===== config.mk =====
export PLATFORM = sky130hd
export DESIGN_NAME = tls_record_framer_handshake_timer_top
export DESIGN_NICKNAME = d
export VERILOG_FILES = /design/src/design/tlsrf_pkg.sv /design/src/design/tlsrf_framer.sv /design/src/design/tlsrf_queue.sv /design/src/design/tlsrf_timer.sv /design/src/design/tls_record_framer_handshake_timer_top.sv
export SDC_FILE = /design/constraint.sdc
export NUM_CORES = 1
export LEC_CHECK = 0
export BUFFER_PORTS_ARGS = -buffer_cell sky130_fd_sc_hd__buf_2
export CAP_MARGIN = 10
export CORE_ASPECT_RATIO = 1.1
export CORE_MARGIN = 2
export CORE_UTILIZATION = 35
export DETAILED_ROUTE_END_ITERATION = 8
export SLEW_MARGIN = 20
export SYNTH_ARGS = -nofsm -noshare
export SYNTH_HDL_FRONTEND = slang
export SYNTH_SLANG_ARGS = --single-unit

===== constraint.sdc =====
create_clock -name clk -period 11.66 [get_ports clk]
set_input_delay 3.498 -clock clk [delete_from_list [all_inputs] [get_ports clk]]
set_output_delay 3.498 -clock clk [all_outputs]
set_load 0.02 [all_outputs]

===== src/design/tlsrf_pkg.sv =====
// ----------------------------------------------------------------------------
// tlsrf_pkg
// shared constants, types and helpers for the tls record framer and
// handshake timer
// ----------------------------------------------------------------------------
package tlsrf_pkg;

	localparam int TIME_WIDTH = 48;
	localparam int FIELD_TIME_W = 48;
	localparam int STAMP_W = (TIME_WIDTH < FIELD_TIME_W) ? TIME_WIDTH : FIELD_TIME_W;

	localparam int HDR_BYTES = 5;
	localparam int HDR_CNT_W = 3;
	localparam logic [HDR_CNT_W-1:0] HDR_POS_TYPE = HDR_CNT_W'(0);
	localparam logic [HDR_CNT_W-1:0] HDR_POS_LEN_HI = HDR_CNT_W'(3);
	localparam logic [HDR_CNT_W-1:0] HDR_POS_LEN_LO = HDR_CNT_W'(4);
	localparam logic [HDR_CNT_W-1:0] HDR_DONE = HDR_CNT_W'(HDR_BYTES);

	localparam logic [7:0] TYPE_CCS = 8'd20;
	localparam logic [7:0] TYPE_ALERT = 8'd21;
	localparam logic [7:0] TYPE_HANDSHAKE = 8'd22;
	localparam logic [7:0] TYPE_APPDATA = 8'd23;

	localparam logic [2:0] CLASS_CCS = 3'd0;
	localparam logic [2:0] CLASS_ALERT = 3'd1;
	localparam logic [2:0] CLASS_HANDSHAKE = 3'd2;
	localparam logic [2:0] CLASS_APPDATA = 3'd3;
	localparam logic [2:0] CLASS_UNKNOWN = 3'd4;

	localparam int QDEPTH = 4;
	localparam int QPTR_W = $clog2(QDEPTH);
	localparam int QCNT_W = $clog2(QDEPTH + 1);

	typedef struct packed {
		logic [7:0]         rec_type;
		logic [15:0]        rec_len;
		logic [STAMP_W-1:0] stamp;
	} rec_t;

	typedef struct packed {
		logic        full;
		logic        empty;
	} q_status_t;

	function automatic logic [2:0] class_of(input logic [7:0] t);
		logic [2:0] c;
		unique case (t)
			TYPE_CCS:       c = CLASS_CCS;
			TYPE_ALERT:     c = CLASS_ALERT;
			TYPE_HANDSHAKE: c = CLASS_HANDSHAKE;
			TYPE_APPDATA:   c = CLASS_APPDATA;
			default:        c = CLASS_UNKNOWN;
		endcase
		return c;
	endfunction

endpackage


===== src/design/tlsrf_framer.sv =====
// ----------------------------------------------------------------------------
// tlsrf_framer
// front end: takes stream bytes, walks the record header and counts off the
// payload, and pushes one record into the queue when a record closes
// ----------------------------------------------------------------------------
module tlsrf_framer (
	input  logic                     clk,
	input  logic                     arst_n,
	input  logic                     in_valid,
	output logic                     in_ready,
	input  logic [7:0]               in_byte,
	input  logic [47:0]              in_time,
	input  tlsrf_pkg::q_status_t     q_status,
	output logic                     q_push,
	output tlsrf_pkg::rec_t          q_rec
);

	logic [tlsrf_pkg::HDR_CNT_W-1:0] hdr_cnt_q;
	logic [7:0]                      type_q;
	logic [7:0]                      len_hi_q;
	logic [15:0]                     len_q;
	logic [15:0]                     left_q;
	logic                            active_q;
	logic                            take;
	logic                            in_hdr;
	logic                            hdr_last;
	logic [15:0]                     len_full;
	logic [7:0]                      cur_type;
	logic                            close;

	assign in_ready = !active_q || !q_status.full;
	assign take = in_valid && in_ready && active_q;
	assign in_hdr = hdr_cnt_q != tlsrf_pkg::HDR_DONE;
	assign hdr_last = hdr_cnt_q == tlsrf_pkg::HDR_POS_LEN_LO;
	assign len_full = {len_hi_q, in_byte};
	assign cur_type = type_q;

	always_comb begin
		if (in_hdr) begin
			close = hdr_last && (len_full == 16'd0);
		end else begin
			close = left_q == 16'd1;
		end
	end

	assign q_push = take && close;
	assign q_rec.rec_type = cur_type;
	assign q_rec.rec_len = in_hdr ? len_full : len_q;
	assign q_rec.stamp = in_time[tlsrf_pkg::STAMP_W-1:0];

	always_ff @(posedge clk or negedge arst_n) begin
		if (!arst_n) begin
			hdr_cnt_q <= '0;
			left_q <= '0;
			active_q <= 1'b1;
		end else if (take) begin
			if (close) begin
				hdr_cnt_q <= '0;
				left_q <= '0;
				if (cur_type == tlsrf_pkg::TYPE_APPDATA) begin
					active_q <= 1'b0;
				end
			end else if (in_hdr) begin
				hdr_cnt_q <= hdr_cnt_q + 1'b1;
				if (hdr_last) begin
					left_q <= len_full;
				end
			end else begin
				left_q <= left_q - 16'd1;
			end
		end
	end

	always_ff @(posedge clk) begin
		if (take && in_hdr) begin
			if (hdr_cnt_q == tlsrf_pkg::HDR_POS_TYPE) begin
				type_q <= in_byte;
			end
			if (hdr_cnt_q == tlsrf_pkg::HDR_POS_LEN_HI) begin
				len_hi_q <= in_byte;
			end
			if (hdr_last) begin
				len_q <= len_full;
			end
		end
	end

endmodule


===== src/design/tlsrf_queue.sv =====
// ----------------------------------------------------------------------------
// tlsrf_queue
// short fifo of closed records between the framer and the timer
// ----------------------------------------------------------------------------
module tlsrf_queue (
	input  logic                 clk,
	input  logic                 arst_n,
	input  logic                 push,
	input  tlsrf_pkg::rec_t      push_rec,
	input  logic                 pop,
	output tlsrf_pkg::rec_t      head_rec,
	output tlsrf_pkg::q_status_t status
);

	tlsrf_pkg::rec_t                  slots_q [tlsrf_pkg::QDEPTH];
	logic [tlsrf_pkg::QPTR_W-1:0]     wr_ptr_q;
	logic [tlsrf_pkg::QPTR_W-1:0]     rd_ptr_q;
	logic [tlsrf_pkg::QCNT_W-1:0]     count_q;

	assign status.full = count_q == tlsrf_pkg::QCNT_W'(tlsrf_pkg::QDEPTH);
	assign status.empty = count_q == '0;
	assign head_rec = slots_q[rd_ptr_q];

	always_ff @(posedge clk or negedge arst_n) begin
		if (!arst_n) begin
			wr_ptr_q <= '0;
			rd_ptr_q <= '0;
			count_q <= '0;
		end else begin
			if (push) begin
				wr_ptr_q <= wr_ptr_q + 1'b1;
			end
			if (pop) begin
				rd_ptr_q <= rd_ptr_q + 1'b1;
			end
			if (push && !pop) begin
				count_q <= count_q + 1'b1;
			end else if (pop && !push) begin
				count_q <= count_q - 1'b1;
			end
		end
	end

	always_ff @(posedge clk) begin
		if (push) begin
			slots_q[wr_ptr_q] <= push_rec;
		end
	end

endmodule


===== src/design/tlsrf_timer.sv =====
// ----------------------------------------------------------------------------
// tlsrf_timer
// back end: applies each closed record to the handshake timing state and
// holds the result in the output register
// ----------------------------------------------------------------------------
module tlsrf_timer (
	input  logic                 clk,
	input  logic                 arst_n,
	input  tlsrf_pkg::rec_t      head_rec,
	input  tlsrf_pkg::q_status_t q_status,
	output logic                 pop,
	output logic                 out_valid,
	input  logic                 out_ready,
	output logic [7:0]           record_type,
	output logic [2:0]           record_class,
	output logic [15:0]          payload_len,
	output logic                 start_seen,
	output logic [47:0]          handshake_start_time,
	output logic [47:0]          handshake_end_time,
	output logic                 handshake_done
);

	logic                           start_valid_q;
	logic [tlsrf_pkg::STAMP_W-1:0]  start_q;
	logic [tlsrf_pkg::STAMP_W-1:0]  end_q;
	logic                           done_q;
	logic                           out_valid_q;
	logic [7:0]                     type_q;
	logic [15:0]                    len_q;
	logic                           timed;
	logic                           is_app;
	logic                           nxt_start_valid;
	logic [tlsrf_pkg::STAMP_W-1:0]  nxt_start;
	logic [tlsrf_pkg::STAMP_W-1:0]  nxt_end;
	logic                           nxt_done;

	assign pop = !q_status.empty && (!out_valid_q || out_ready);
	assign timed = ((head_rec.rec_type == tlsrf_pkg::TYPE_CCS) ||
		(head_rec.rec_type == tlsrf_pkg::TYPE_HANDSHAKE)) && !done_q;
	assign is_app = head_rec.rec_type == tlsrf_pkg::TYPE_APPDATA;

	always_comb begin
		nxt_start_valid = start_valid_q;
		nxt_start = start_q;
		nxt_end = end_q;
		nxt_done = done_q;
		if (timed) begin
			if (!start_valid_q) begin
				nxt_start_valid = 1'b1;
				nxt_start = head_rec.stamp;
			end
			nxt_end = head_rec.stamp;
		end else if (is_app) begin
			nxt_done = 1'b1;
		end
	end

	always_ff @(posedge clk or negedge arst_n) begin
		if (!arst_n) begin
			start_valid_q <= 1'b0;
			start_q <= '0;
			end_q <= '0;
			done_q <= 1'b0;
			out_valid_q <= 1'b0;
		end else begin
			if (pop) begin
				start_valid_q <= nxt_start_valid;
				start_q <= nxt_start;
				end_q <= nxt_end;
				done_q <= nxt_done;
				out_valid_q <= 1'b1;
			end else if (out_ready) begin
				out_valid_q <= 1'b0;
			end
		end
	end

	always_ff @(posedge clk) begin
		if (pop) begin
			type_q <= head_rec.rec_type;
			len_q <= head_rec.rec_len;
		end
	end

	assign out_valid = out_valid_q;
	assign record_type = type_q;
	assign record_class = tlsrf_pkg::class_of(type_q);
	assign payload_len = len_q;
	assign start_seen = start_valid_q;
	assign handshake_start_time = 48'(start_q);
	assign handshake_end_time = 48'(end_q);
	assign handshake_done = done_q;

endmodule


===== src/design/tls_record_framer_handshake_timer_top.sv =====
// ----------------------------------------------------------------------------
// tls_record_framer_handshake_timer_top
// tls record framer with handshake start and end time capture
// ----------------------------------------------------------------------------
// Takes one stream byte per clock with its 48-bit arrival time. Each record's
// 5-byte header and payload are counted off in the framer, and every closed
// record enters a 4-entry queue; the timer then applies it to the handshake
// timing state and presents one result per record on the output stream.
// Throughput is one byte per cycle while the output is drained; a stalled
// output backs up into the queue and the input stalls only when the queue is
// full. After an application-data record the block drops every further byte
// (ready stays high) until reset.
module tls_record_framer_handshake_timer_top (
	input  logic          clk,
	input  logic          arst_n,
	input  logic          s_axis_tvalid,
	output logic          s_axis_tready,
	// stream_byte[7:0], arrival_time[55:8]
	input  logic [55:0]   s_axis_tdata,
	output logic          m_axis_tvalid,
	input  logic          m_axis_tready,
	// record_type[7:0], payload_len[23:8], start_seen[24],
	// handshake_start_time[72:25], handshake_end_time[120:73],
	// handshake_done[121], zero[127:122]
	output logic [127:0]  m_axis_tdata,
	// record_class[2:0]
	output logic [2:0]    m_axis_tuser
);

	tlsrf_pkg::q_status_t q_status;
	tlsrf_pkg::rec_t      push_rec;
	tlsrf_pkg::rec_t      head_rec;
	logic                 q_push;
	logic                 q_pop;
	logic [7:0]           record_type;
	logic [15:0]          payload_len;
	logic                 start_seen;
	logic [47:0]          handshake_start_time;
	logic [47:0]          handshake_end_time;
	logic                 handshake_done;

	tlsrf_framer u_framer (
		.clk      (clk),
		.arst_n   (arst_n),
		.in_valid (s_axis_tvalid),
		.in_ready (s_axis_tready),
		.in_byte  (s_axis_tdata[7:0]),
		.in_time  (s_axis_tdata[55:8]),
		.q_status (q_status),
		.q_push   (q_push),
		.q_rec    (push_rec)
	);

	tlsrf_queue u_queue (
		.clk      (clk),
		.arst_n   (arst_n),
		.push     (q_push),
		.push_rec (push_rec),
		.pop      (q_pop),
		.head_rec (head_rec),
		.status   (q_status)
	);

	tlsrf_timer u_timer (
		.clk                  (clk),
		.arst_n               (arst_n),
		.head_rec             (head_rec),
		.q_status             (q_status),
		.pop                  (q_pop),
		.out_valid            (m_axis_tvalid),
		.out_ready            (m_axis_tready),
		.record_type          (record_type),
		.record_class         (m_axis_tuser),
		.payload_len          (payload_len),
		.start_seen           (start_seen),
		.handshake_start_time (handshake_start_time),
		.handshake_end_time   (handshake_end_time),
		.handshake_done       (handshake_done)
	);

	assign m_axis_tdata = {6'd0, handshake_done, handshake_end_time,
		handshake_start_time, start_seen, payload_len, record_type};

`ifndef NO_ASSERTIONS
	a_no_overflow: assert property (@(posedge clk) disable iff (!arst_n)
		q_push |-> (!q_status.full || q_pop))
		else $error("record queue overflow");

	a_app_sets_done: assert property (@(posedge clk) disable iff (!arst_n)
		(m_axis_tvalid && (m_axis_tuser == tlsrf_pkg::CLASS_APPDATA)) |-> handshake_done)
		else $error("application data result without handshake done");

	a_nothing_after_done: assert property (@(posedge clk) disable iff (!arst_n)
		(m_axis_tvalid && m_axis_tready && handshake_done) |=> !m_axis_tvalid)
		else $error("result after handshake completion");
`endif

endmodule

Word-level counts from Yosys, hierarchy flattened
Memory sizes are Yosys's and may differ from the RTL's. Cells that the tools add are included.

RAM bits: 288. Flip-flop bits (word level): 182. Memories: 1.

Memory list: u_queue.slots_q (words 4, width 72, read ports 1, clocked after memory_dff 0, write ports 1, line tlsrf_queue.sv:15) `tlsrf_pkg::rec_t slots_q [tlsrf_pkg::QDEPTH];`.

Mux-type cells: 14. Reductions and logical operators: 34. Eq/ne operators: 14. Bitwise logic cells: 2. Add/sub/neg operators: 6.

Operators with widths (count): $eq A8 B5 Y1 const B (8); $mux W16 (4); $eq A16 B1 Y1 const B (1); $logic_not A16 Y1 (1); $sub A16 B1 Y16 const B (1); $mux W3 (4); $pmux W3 S4 (1); $reduce_and A2 Y1 (6); $logic_and A1 B1 Y1 (9); $reduce_and A3 Y1 (3); $logic_not A1 Y1 (7); $add A3 B1 Y3 const B (2); $eq A3 B3 Y1 const B (2); $logic_not A3 Y1 (2); $ne A3 B3 Y1 const B (2); $reduce_bool A2 Y1 (3); $mux W1 (5); $add A2 B1 Y2 const B (2); $eq A3 B2 Y1 const B (1); $logic_or A1 B1 Y1 (3); $sub A3 B1 Y3 const B (1); $not A1 Y1 (2).

Longest topological paths before layout
Word-level depth: 10. Mapped depth: 12. Mapped depth without buffers: 12.

Hierarchy
A second synthesis with hierarchy kept.

Cells, all modules: 954. Area, all modules: 18231.2 µm².

Modules (own cells, without submodules): tlsrf_queue (cells each 410, area each 10786.6 µm², sequential area each 8823.5 µm², instances 1); tlsrf_timer (cells each 245, area each 4485.6 µm², sequential area each 3198.1 µm², instances 1); tlsrf_framer (cells each 290, area each 2895.3 µm², sequential area each 1462.7 µm², instances 1); tls_record_framer_handshake_timer_top (cells each 9, area each 63.8 µm², sequential area each 0.0 µm², instances 1).

Worst setup path after synthesis
No wires, ideal clock.

Path type: input -> register. Start: input s_axis_tdata[4]. End: memory u_queue.slots_q[0][0] (netlist bit), enable pin. Slack: 5.015 ns. Path buffers: 0. Data required time: 11.222 ns. Arrival time: 6.207 ns. Stages: 5. Path through: nor4b_1 -> and4_1 -> a21oi_1 -> nor3b_2 -> and2_1.

Cells in the longest elaborated chain, start to end: 6.

RTL lines: start: declaration (line tls_record_framer_handshake_timer_top.sv:19) `input logic [55:0] s_axis_tdata,`; $logic_not A16 Y1 (line tlsrf_framer.sv:40) `close = hdr_last && (len_full == 16'd0);`; $logic_and A1 B1 Y1 (line tlsrf_framer.sv:40); $mux W1 (line tlsrf_framer.sv:39) `if (in_hdr) begin`; $logic_and A1 B1 Y1 (line tlsrf_framer.sv:46) `assign q_push = take && close;`; via q_push (line tls_record_framer_handshake_timer_top.sv:33) `logic q_push;`; $mux W1 (line tlsrf_queue.sv:45) `if (push) begin`; $mux W1 (implied by the code) (line tlsrf_queue.sv:46) `slots_q[wr_ptr_q] <= push_rec;`; end: declaration (line tlsrf_queue.sv:15).

The timed path passes the listed nets, and every way through them passes these cells.

Worst setup path after layout
Start: input s_axis_tdata[0]. End: memory u_queue.slots_q[3][42] (netlist bit), enable pin.

The elaborated chain is that of the path after synthesis.

==> impl_metrics.py <==
metrics = {
    "cts": {
        "clock_latency_ns": 0.58,
        "clock_path_buffers": 3,
        "root_buffer": "clkbuf_16",
        "cts.sinks": 470,
        "h-tree-depth": 2,
        "clk_pin_slew_worst_paths_ns": 0.06,
        "numCtsBuffers": 48,
        "ctsResizeCount": 0,
        "cts_hold_buf": 0,
        "post_cts_buffers": 0,
        "cts_tree": "built",
    },
    "routing": {
        "detail_route.first_pass.iterations": 4,
        "vias": 10100,
        "routedWlPerCell_um": 19.1,
        "vias_per_cell": 4.88,
        "drc": 0,
        "drtAntennaViolNets": 0,
        "drt_iter0_drc": 841,
        "wirelength_um": 39500,
    },
    "global_route": {
        "antenna_found_initial": 4,
        "grt_overflow": 0,
        "grt_max_degree": 88,
        "grt_pass1_wl_um": 59800,
        "first_global_vias": 10000,
        "track_usage_pct": 14.6,
    },
    "pwr": {
        "power.share.clock_pct": 28.7,
        "p_int_uw": 3560,
        "switching_share_pct": 32.8,
        "ir_drop_v": 0.000154,
        "pwr-share-comb_pct": 26.7,
        "p_per_area_nw_per_um2": 249,
        "p_total_uw": 5300,
        "seq_power_share_pct": 44.5,
        "power.leakage_uw": 0.00828,
        "switching_power_uw": 1740,
    },
    "sta": {
        "fmax_mhz": 174,
        "setup_viol": 0,
        "relSlewSlack_pct": 29.4,
        "min_period_ns": 5.75,
        "rsz0062_at_grt": "false",
        "clock_skew_ns": 0.0240,
        "worst_pin_slew_ns": 1.06,
        "setup_tns_ns": 0,
        "final_max_slew_viol_count": 0,
        "hold_viol": 0,
        "fin_crit_sh_pct": 49.3,
    },
    "die": {
        "dieArea_um2": 53500,
        "num_rows": 87,
        "initial_core_util_pct": 35.3,
        "core-area_um2": 51200,
        "chipHeight_um": 242,
        "io_pins": 193,
        "die_w_um": 221,
    },
    "synthesis": {
        "synth_area_leaders": "edfxtp_1 (57%), dfrtp_1 (17%), nand2_1 (4.3%)",
        "ys_types": 57,
        "muxShareOfSynthArea_pct": 8.88,
        "ys_warn_count": 0,
        "synth_ff_type": "edfxtp_1",
        "yosys.area_share.adder_pct": 0.872,
        "synthTopCellsByCount": "edfxtp_1 (344), nand2_1 (205), dfrtp_1 (125)",
        "synth-compound-area-share_pct": 6.37,
        "synth_edf_count": 344,
        "synth.ff_latch_count": 470,
        "synth_area_um2": 18100,
        "avgSynthCellArea_um2": 15.5,
        "synth_most_common_cell": "edfxtp_1",
        "synth_top_family_by_area": "multiplexers",
        "yosys.area.top_type": "edfxtp_1",
        "async_flop_share_pct": 26.8,
        "synth_cells": 1168,
        "synth_xor_area_share_pct": 0.339,
        "yosys.area_share.simple_pct": 6.92,
        "synth_seq_area_share_pct": 74.6,
        "yosys.area.top_type_share_pct": 57.1,
    },
    "critical_path": {
        "start_kind": "input port",
        "worst-path-max-fanout": 72,
        "worstPathRequired_ns": 11.85,
        "path_class": "input port to flip-flop",
        "r2r_setup_slack_ns": 7.62,
        "arrival_ns": 5.94,
        "end_kind": "flip-flop",
        "rr_worst_depth": 6,
    },
    "cells_and_area": {
        "utilization_pct": 41.6,
        "drive_gt1_share_pct": 27.2,
        "areaGrowthSynthToFinish_pct": 17.7,
        "nets": 1430,
        "stdcell_count": 2067,
    },
    "placed_design": {
        "io_buffers": 186,
        "gp_congestion": 0.841,
        "place_inst": 1974,
        "dpl.hpwl_um": 24900,
    },
    "min_path": {
        "hp-class": "flip-flop to flip-flop",
        "hold_depth": 2,
    },
    "job": {
        "cap_violations": 0,
    },
    "status": {
        "outcome": "finished clean",
    },
}
power groups by stage:
stage	clock (µW)	sequential, µW	combinational (µW)
floorplan	0	2510	821
global placement	0	2390	1420
detailed placement	0	2400	1440
CTS	1560	2370	1440
global route	1630	2400	1570
finish	1520	2360	1420
through the flow:
stage	setup slack, ns	cell area (µm²)	hold slack [ns]
after floorplan	5.02	18100	0.438
after global placement	5.27	19700	0.456
after detailed placement	5.25	19700	0.465
after CTS	5.85	21200	0.478
after global routing	5.64	21300	0.494
final	5.91	21300	0.473
registers in the layout, summed over array words and instances (netlist names):
name and count:
u_timer.payload_len 16, u_queue.wr_ptr_q 2, u_framer.len_hi_q 8, u_framer.len_q 16, u_timer.handshake_start_time 48, u_timer.out_valid 1
u_timer.handshake_done 1, u_framer.hdr_cnt_q 3, u_timer.record_type 8, u_queue.slots_q 288, u_queue.count_q 3, u_timer.handshake_end_time 48
u_timer.start_seen 1, u_framer.active_q 1, u_queue.rd_ptr_q 2, u_framer.cur_type 8, u_framer.left_q 16
placed cells by master, fill, tap and decap left out, types with 13 or more instances in the layout:
| master | synthesis | routed |
|---|---|---|
| buf_2 | 14 | 185 |
| clkbuf_1 | 30 | 14 |
| clkbuf_16 | 0 | 51 |
| dfrtp_1 | 125 | 123 |
| edfxtp_1 | 344 | 344 |
| inv_1 | 13 | 13 |
| mux2_2 | 51 | 51 |
| mux2i_1 | 49 | 49 |
| mux4_2 | 24 | 24 |
| nand2_1 | 205 | 205 |
| nor2_1 | 16 | 15 |
| o21ai_0 | 122 | 122 |
| o21ai_1 | 20 | 20 |
| o21ai_2 | 20 | 20 |
area by class of cell:
type / count / area [µm²]
well taps: 667 / 835
fillers: 4663 / 29900
multi-input cells: 627 / 4260
repair buffers: 198 / 1050
diodes: 3 / 7.51
flip-flops and latches: 470 / 13500
clock buffers: 70 / 1390
clock inverters: 19 / 190
inverters: 13 / 48.8
cell families (layout without fill, tap and decap cells):
group,count (synthesis),after routing
AOI/OAI and AO/OA,196,196
xor gates and xnor gates,7,7
adders and majority gates,12,12
buffers and inverters,76,300
DFF,470,470
muxes,124,124
other,1,9
and+or+nand+nor,282,282
worst max-delay path, cell delays in order:
cell     delay (ns)
buf_2          0.15
nor4_1         0.27
and4_1         0.26
a21oi_1        0.12
nor3b_2        0.56
and2_4         0.23
buf_4          0.79
layer usage:
metal	part of all wire, %	track usage, %	up-vias
met4	2.5	4.80	4
li1	-	-	4689
met2	48	23.4	259
met1	44	19.9	5068
met5	0.076	0	-
met3	5.8	2.91	70
final timing paths:
path,end,from
max reg2reg,u_queue.slots_q[3][42],u_framer.hdr_cnt_q[0]
min,u_timer.handshake_start_time[7],u_timer.handshake_start_time[7]
min reg2reg,u_timer.handshake_start_time[7],u_timer.handshake_start_time[7]
max,u_queue.slots_q[3][42],s_axis_tdata[0]
max in group asynchronous,u_timer.handshake_end_time[15],arst_n
min in group asynchronous,u_timer.handshake_start_time[47],arst_n
(Power assumes the default switching activity.)
